--- src/hw/rtl/ntc_pkg.sv ---
// shared constants and types for the ntc beta temperature block
`timescale 1ns / 1ps

package ntc_pkg;

   localparam int SAMPLE_BITS = 12;
   localparam int SER_W       = 20;
   localparam int BETA_W      = 16;
   localparam int REF_W       = 16;
   localparam int FS_W        = 16;
   localparam int TEMP_W      = 18;
   localparam int IDX_W       = 3;
   localparam int CSR_DW      = 20;

   localparam int NUMR_W   = SER_W + SAMPLE_BITS;
   localparam int DENR_W   = SER_W + FS_W;
   localparam int LOG_W    = (NUMR_W > DENR_W) ? NUMR_W : DENR_W;
   localparam int EXP_W    = 6;
   localparam int MANT_W   = 31;
   localparam int FRAC_W   = 16;
   localparam int SQ_STEPS = FRAC_W;
   localparam int QUO_W    = 17;
   localparam int DIV_W    = 58;
   localparam int LN2_W    = 30;

   localparam logic [LN2_W-1:0] LN2_Q30 = 30'd744261118;

   localparam logic signed [TEMP_W-1:0] TEMP_MAX     = 18'sd99999;
   localparam logic signed [TEMP_W-1:0] TEMP_INVALID = -18'sd99900;
   localparam logic signed [TEMP_W-1:0] ZERO_C_CK    = 18'sd27315;

   localparam logic [IDX_W-1:0] REG_SERIES     = 3'd0;
   localparam logic [IDX_W-1:0] REG_NOMINAL    = 3'd1;
   localparam logic [IDX_W-1:0] REG_BETA       = 3'd2;
   localparam logic [IDX_W-1:0] REG_REF        = 3'd3;
   localparam logic [IDX_W-1:0] REG_FULL_SCALE = 3'd4;

   typedef enum logic [1:0] {
      KIND_NORMAL,
      KIND_INVALID,
      KIND_ZERO_K,
      KIND_HOT
   } kind_type;

   typedef struct packed {
      logic             valid;
      kind_type         kind;
      logic [EXP_W-1:0] exp_n;
      logic [EXP_W-1:0] exp_d;
   } log_side_type;

   typedef struct packed {
      logic     valid;
      kind_type kind;
   } div_side_type;

endpackage

--- src/hw/rtl/ntc_sq_cell.sv ---
// one squaring step of the log2 chain, for numerator and denominator mantissas
`timescale 1ns / 1ps

module ntc_sq_cell (
   input  logic                             clock,
   input  logic                             reset,
   input  ntc_pkg::log_side_type            side_i,
   input  logic [ntc_pkg::MANT_W-1:0]       mant_n_i,
   input  logic [ntc_pkg::MANT_W-1:0]       mant_d_i,
   input  logic [ntc_pkg::FRAC_W-1:0]       frac_n_i,
   input  logic [ntc_pkg::FRAC_W-1:0]       frac_d_i,
   output ntc_pkg::log_side_type            side_o,
   output logic [ntc_pkg::MANT_W-1:0]       mant_n_o,
   output logic [ntc_pkg::MANT_W-1:0]       mant_d_o,
   output logic [ntc_pkg::FRAC_W-1:0]       frac_n_o,
   output logic [ntc_pkg::FRAC_W-1:0]       frac_d_o
);

   logic [2*ntc_pkg::MANT_W-1:0] sq_n, sq_d;
   logic [ntc_pkg::MANT_W:0]     top_n, top_d;
   ntc_pkg::log_side_type        side_ff;
   logic [ntc_pkg::MANT_W-1:0]   mant_n_ff, mant_n_in, mant_d_ff, mant_d_in;
   logic [ntc_pkg::FRAC_W-1:0]   frac_n_ff, frac_n_in, frac_d_ff, frac_d_in;

   always_comb begin
      sq_n  = mant_n_i * mant_n_i;
      sq_d  = mant_d_i * mant_d_i;
      top_n = sq_n[2*ntc_pkg::MANT_W-1 -: ntc_pkg::MANT_W+1];
      top_d = sq_d[2*ntc_pkg::MANT_W-1 -: ntc_pkg::MANT_W+1];
      mant_n_in = top_n[ntc_pkg::MANT_W] ? top_n[ntc_pkg::MANT_W:1]
                                         : top_n[ntc_pkg::MANT_W-1:0];
      mant_d_in = top_d[ntc_pkg::MANT_W] ? top_d[ntc_pkg::MANT_W:1]
                                         : top_d[ntc_pkg::MANT_W-1:0];
      frac_n_in = {frac_n_i[ntc_pkg::FRAC_W-2:0], top_n[ntc_pkg::MANT_W]};
      frac_d_in = {frac_d_i[ntc_pkg::FRAC_W-2:0], top_d[ntc_pkg::MANT_W]};
   end

   always_ff @(posedge clock) begin
      if (reset) begin
         side_ff <= '0;
      end else begin
         side_ff <= side_i;
      end
      mant_n_ff <= mant_n_in;
      mant_d_ff <= mant_d_in;
      frac_n_ff <= frac_n_in;
      frac_d_ff <= frac_d_in;
   end

   assign side_o   = side_ff;
   assign mant_n_o = mant_n_ff;
   assign mant_d_o = mant_d_ff;
   assign frac_n_o = frac_n_ff;
   assign frac_d_o = frac_d_ff;

endmodule

--- config.mk ---
export PLATFORM = sky130hd
export DESIGN_NAME = ntc_sq_cell
export DESIGN_NICKNAME = d
export VERILOG_FILES = /design/src/hw/rtl/ntc_pkg.sv /design/src/hw/rtl/ntc_sq_cell.sv
export SDC_FILE = /design/constraint.sdc
export NUM_CORES = 2
export LEC_CHECK = 0
export BUFFER_PORTS_ARGS = -buffer_cell sky130_fd_sc_hd__buf_2
export CAP_MARGIN = 5
export CELL_PAD_IN_SITES_DETAIL_PLACEMENT = 1
export CELL_PAD_IN_SITES_GLOBAL_PLACEMENT = 1
export CORE_UTILIZATION = 56
export CTS_CLUSTER_SIZE = 24
export DETAILED_ROUTE_END_ITERATION = 10
export HOLD_SLACK_MARGIN = 0.08
export PLACE_DENSITY = 0.95
export SLEW_MARGIN = 0
export SYNTH_ARGS = -nofsm -noshare
export SYNTH_HDL_FRONTEND = slang
export SYNTH_SLANG_ARGS = --single-unit
--- constraint.sdc ---
create_clock -name clock -period 18.4 [get_ports clock]
set_input_delay 1.84 -clock clock [delete_from_list [all_inputs] [get_ports clock]]
set_output_delay 1.84 -clock clock [all_outputs]
set_load 0.1 [all_outputs]
-- Yosys cells after proc, flatten, opt, wreduce, memory -nomap -nowiden
Cells that the tools add are included.
- multiply operators: 2
- mux-type cells: 2
- operator list (operator ; count):
    31-bit by 31-bit multiplier with 62-bit output ; 2
    30-bit 2-to-1 mux ; 2
- register bits after elaboration: 109
- input bits: 111
- output and inout port bits: 109

-- Logic depth before layout (Yosys ltp)
- depth after elaboration: 2
- gate-level depth with buffers: 32
- mapped depth without buffers: 27

-- Worst setup path after synthesis
No wires, ideal clock.
- path type: input to register
- start: input port mant_d_i[5] (netlist name)
- end: register mant_d_ff (netlist bit mant_d_o[10])
- data arrival time: 9.264 ns
- data required time: 18.279 ns
- slack: 9.014 ns
- stages: 29
- path buffers: 4
- cell sequence: clkbuf_1 -> clkbuf_1 -> nand2_1 -> fa_1 -> inv_1 -> fa_1 -> fa_1 -> inv_1 -> fa_1 -> inv_1 -> fa_1 -> fa_1 -> fa_1 -> inv_1 -> fa_1 -> inv_1 -> ha_1 -> a21oi_1 -> o21ai_0 -> nor3_1 -> nand3_1 -> or4_4 -> a31o_4 -> a21oi_4 -> a221o_1 -> or2_1 -> buf_6 -> buf_6 -> mux2_4
- longest elaborated chain between the ends: 2
- RTL lines (item ; RTL line ; source):
    from (decl) ; ntc_sq_cell.sv:9 ; input logic [ntc_pkg::MANT_W-1:0] mant_d_i,
    31-bit by 31-bit multiplier with 62-bit output ; ntc_sq_cell.sv:27 ; sq_d = mant_d_i * mant_d_i;
    30-bit 2-to-1 mux ; ntc_sq_cell.sv:32 ; mant_d_in = top_d[ntc_pkg::MANT_W] ? top_d[ntc_pkg::MANT_W:1]
    via mant_d_in, one bit ; ntc_sq_cell.sv:22 ; logic [ntc_pkg::MANT_W-1:0] mant_n_ff, mant_n_in, mant_d_ff, mant_d_in;
    to (signal assigned) ; ntc_sq_cell.sv:45 ; mant_d_ff <= mant_d_in;
    to (decl) ; ntc_sq_cell.sv:22 ;
The timed path passes the listed nets, and every way through them passes these cells.
A chain may end at the register's enable or synchronous reset.

-- Worst setup path in the final report
- start: input port mant_d_i[8] (netlist name)
- end: register mant_d_ff (netlist bit mant_d_o[1])
Same word-level chain as after synthesis.

==> qor.txt <==
Run status = completed
# port buffers = 217
Element type at the critical path end = register
Mapped Area = 56,600 um2
Detail Route Antenna Nets = 0
Routed vias/inst = 6.00
Initial antenna violation count = 4
CTS resizes = 0
Clock sink total = 109
H-tree depth = 3
Required time of the critical path = 18.72 ns
GPL Wtd Cong = 0.939
Synth Flop Type = dfxtp_1
Sequential cell area = 2180 um2
Number of synthesized flops with an enable pin = 0
Pin count of the biggest net entering global routing = 40
Unrepaired setup endpoints after global routing = false
Top cells by area, synth = fa_1 53%, inv_1 12%, ha_1 12%
Max-slew violation count = 0
Register area share after synthesis = 0.0385
Commonest non-fill, non-tap cell in the layout = inv_1
Core area = 100,000 um2
# DRC = 0
CP dominant cell by count = fa_1
Width of the die = 320 um
Hold WC Path Type = input pin to register
Critical path origin = mant_d_i[8]
Yosys top cell by area = fa_1
Routed wire length = 201,000 um
Area Growth Syn to Fin = 4.03%
Die Span Y = 320 um
Worst-path clk slew = 0.11 ns
Final Cycle Share = 0.657
Worst slew margin = 0.208
Avg Cell Area, Syn = 9.46 um2
Layout cells sized above 1 = 0.0520
Post-Synthesis Cells = 5,987
CP Class = input pin to register
Drt first pass iters = 8
Die ar. = 102,000 um2
Syn nets = 8,126
Total grt overflow = 0
IO Count = 220
Synth unique cells = 73
First-pass GRT wire length = 311,000 um
End-of-flow core utilization = 0.588
Setup TNS = 0 ns
Area fraction of the dominant cell type after synthesis = 0.528
Worst path slowest cell = or2_2
Setup Slack @ Placement = 6.68 ns
Site row count = 116
Crit path to = mant_d_o[1]
Final std cells w/o fill = 7,325
Area of the multi-input gates = 46,800 um2
Most frequent cells in the layout = 1,827 x inv_1, 1,494 x fa_1, 589 x nand2_1
Vias in the first global route = 55,144
Synth async-reset ratio = 0
Max-cap check violation count = 0
Peak Freq = 82.8 MHz
Slew @ Worst Pin = 1.18 ns
Vias = 43,963
Initial DRC count = 2,879
DR WL/cell = 27.5 um
Post-layout net count = 8,157
Critical path launch point type = input pin
Total GRT Usage = 0.409
CP max FO = 32
Min Tclk post-route = 12.08 ns
Worst EP arrival = 12.41 ns
Placed cells = 7,305
Final setup viols = 0
CTS Hold Buffers Added = 0
CP max stage delay = 0.82 ns
Ys Warns = 0
Fin worst setup slack = 6.32 ns
Number of setup buffers added after CTS = 0
CTS tree = done
DP HPWL = 163,000 um
Yosys reg bits = 109
Initial Utilization = 0.565
Final Hold Viols = 0
FILL cells = 11,437
CTS root buf = clkbuf_16
CTS Buffer Depth = 2
Num CTS Buffers = 9
[cells in the mapped netlist (44+ instances only)]
| master | n |
|---|---|
| ha_1 | 534 |
| o21ai_0 | 82 |
| a21oi_1 | 142 |
| xnor2_1 | 61 |
| xor2_1 | 49 |
| dfxtp_1 | 109 |
| nand2_1 | 589 |
| clkbuf_1 | 202 |
| and2_1 | 380 |
| a21o_1 | 44 |
| inv_1 | 1827 |
| fa_1 | 1494 |
| nor2_1 | 109 |
[routing by layer]
metal / wire [um] / global-route usage
met4: 19000 / 0.337
met1: 63900 / 0.421
met3: 17500 / 0.110
met2: 101000 / 0.700
met5: 16 / 0
[area by class of cell]
cell class,count,share of cell area
sequential,109,0.0370
timing repair buffer,230,0.0201
multi-input combinational,3840,0.794
inverter,1828,0.116
clock buffer,9,0.00382
antenna,4,0.000170
clock inverter,7,0.000935
tap,1298,0.0276
[worst max-delay path: cells and delay by family]
family | cells | cell delay [ns]
compound gates | 7 | 1.93
fa+ha+maj | 9 | 4.73
buf+inv | 6 | 1.78
mux | 1 | 0.39
simple gates | 3 | 1.70
[stage by stage]
step / cell area, um2 / hold WS [ns]
finish: 58900 / 1.50
global route: 58900 / 1.48
CTS: 58900 / 1.46
detailed placement: 58600 / 1.94
global placement: 58600 / 1.94
floorplan: 56600 / 1.87
[worst min path at each step]
stage                            start      endpoint  slack (ns)  depth (start not counted)
after floorplan            frac_d_i[9]  frac_d_o[10]        1.87                          0
after global placement    frac_d_i[14]  frac_d_o[15]        1.94                          1
after detailed placement   frac_n_i[9]  frac_n_o[10]        1.94                          1
after CTS                  frac_d_i[8]   frac_d_o[9]        1.46                          1
after global routing       frac_d_i[2]   frac_d_o[3]        1.48                          1
final                      frac_d_i[8]   frac_d_o[9]        1.50                          1
[state kept, by name (all words and copies together) (netlist names)]
name,cells
mant_n_o,31
mant_d_o,31
side_o,15
frac_n_o,16
frac_d_o,16
[cell families (layout without fill, tap and decap cells)]
| family | Yosys count | count (layout) | share of synthesized area |
|---|---|---|---|
| other | 0 | 4 | 0 |
| xor gates and xnor gates | 110 | 110 | 0.0170 |
| DFF | 109 | 109 | 0.0385 |
| muxes | 57 | 57 | 0.0122 |
| and+or+nand+nor | 1250 | 1250 | 0.107 |
| buffers and inverters | 2038 | 2074 | 0.136 |
| adders and majority gates | 2028 | 2028 | 0.646 |
| AOI/OAI and AO/OA | 395 | 395 | 0.0437 |
Power is not shown: default switching activity piles up to over one toggle a cycle in this logic, so the estimate is an artifact.
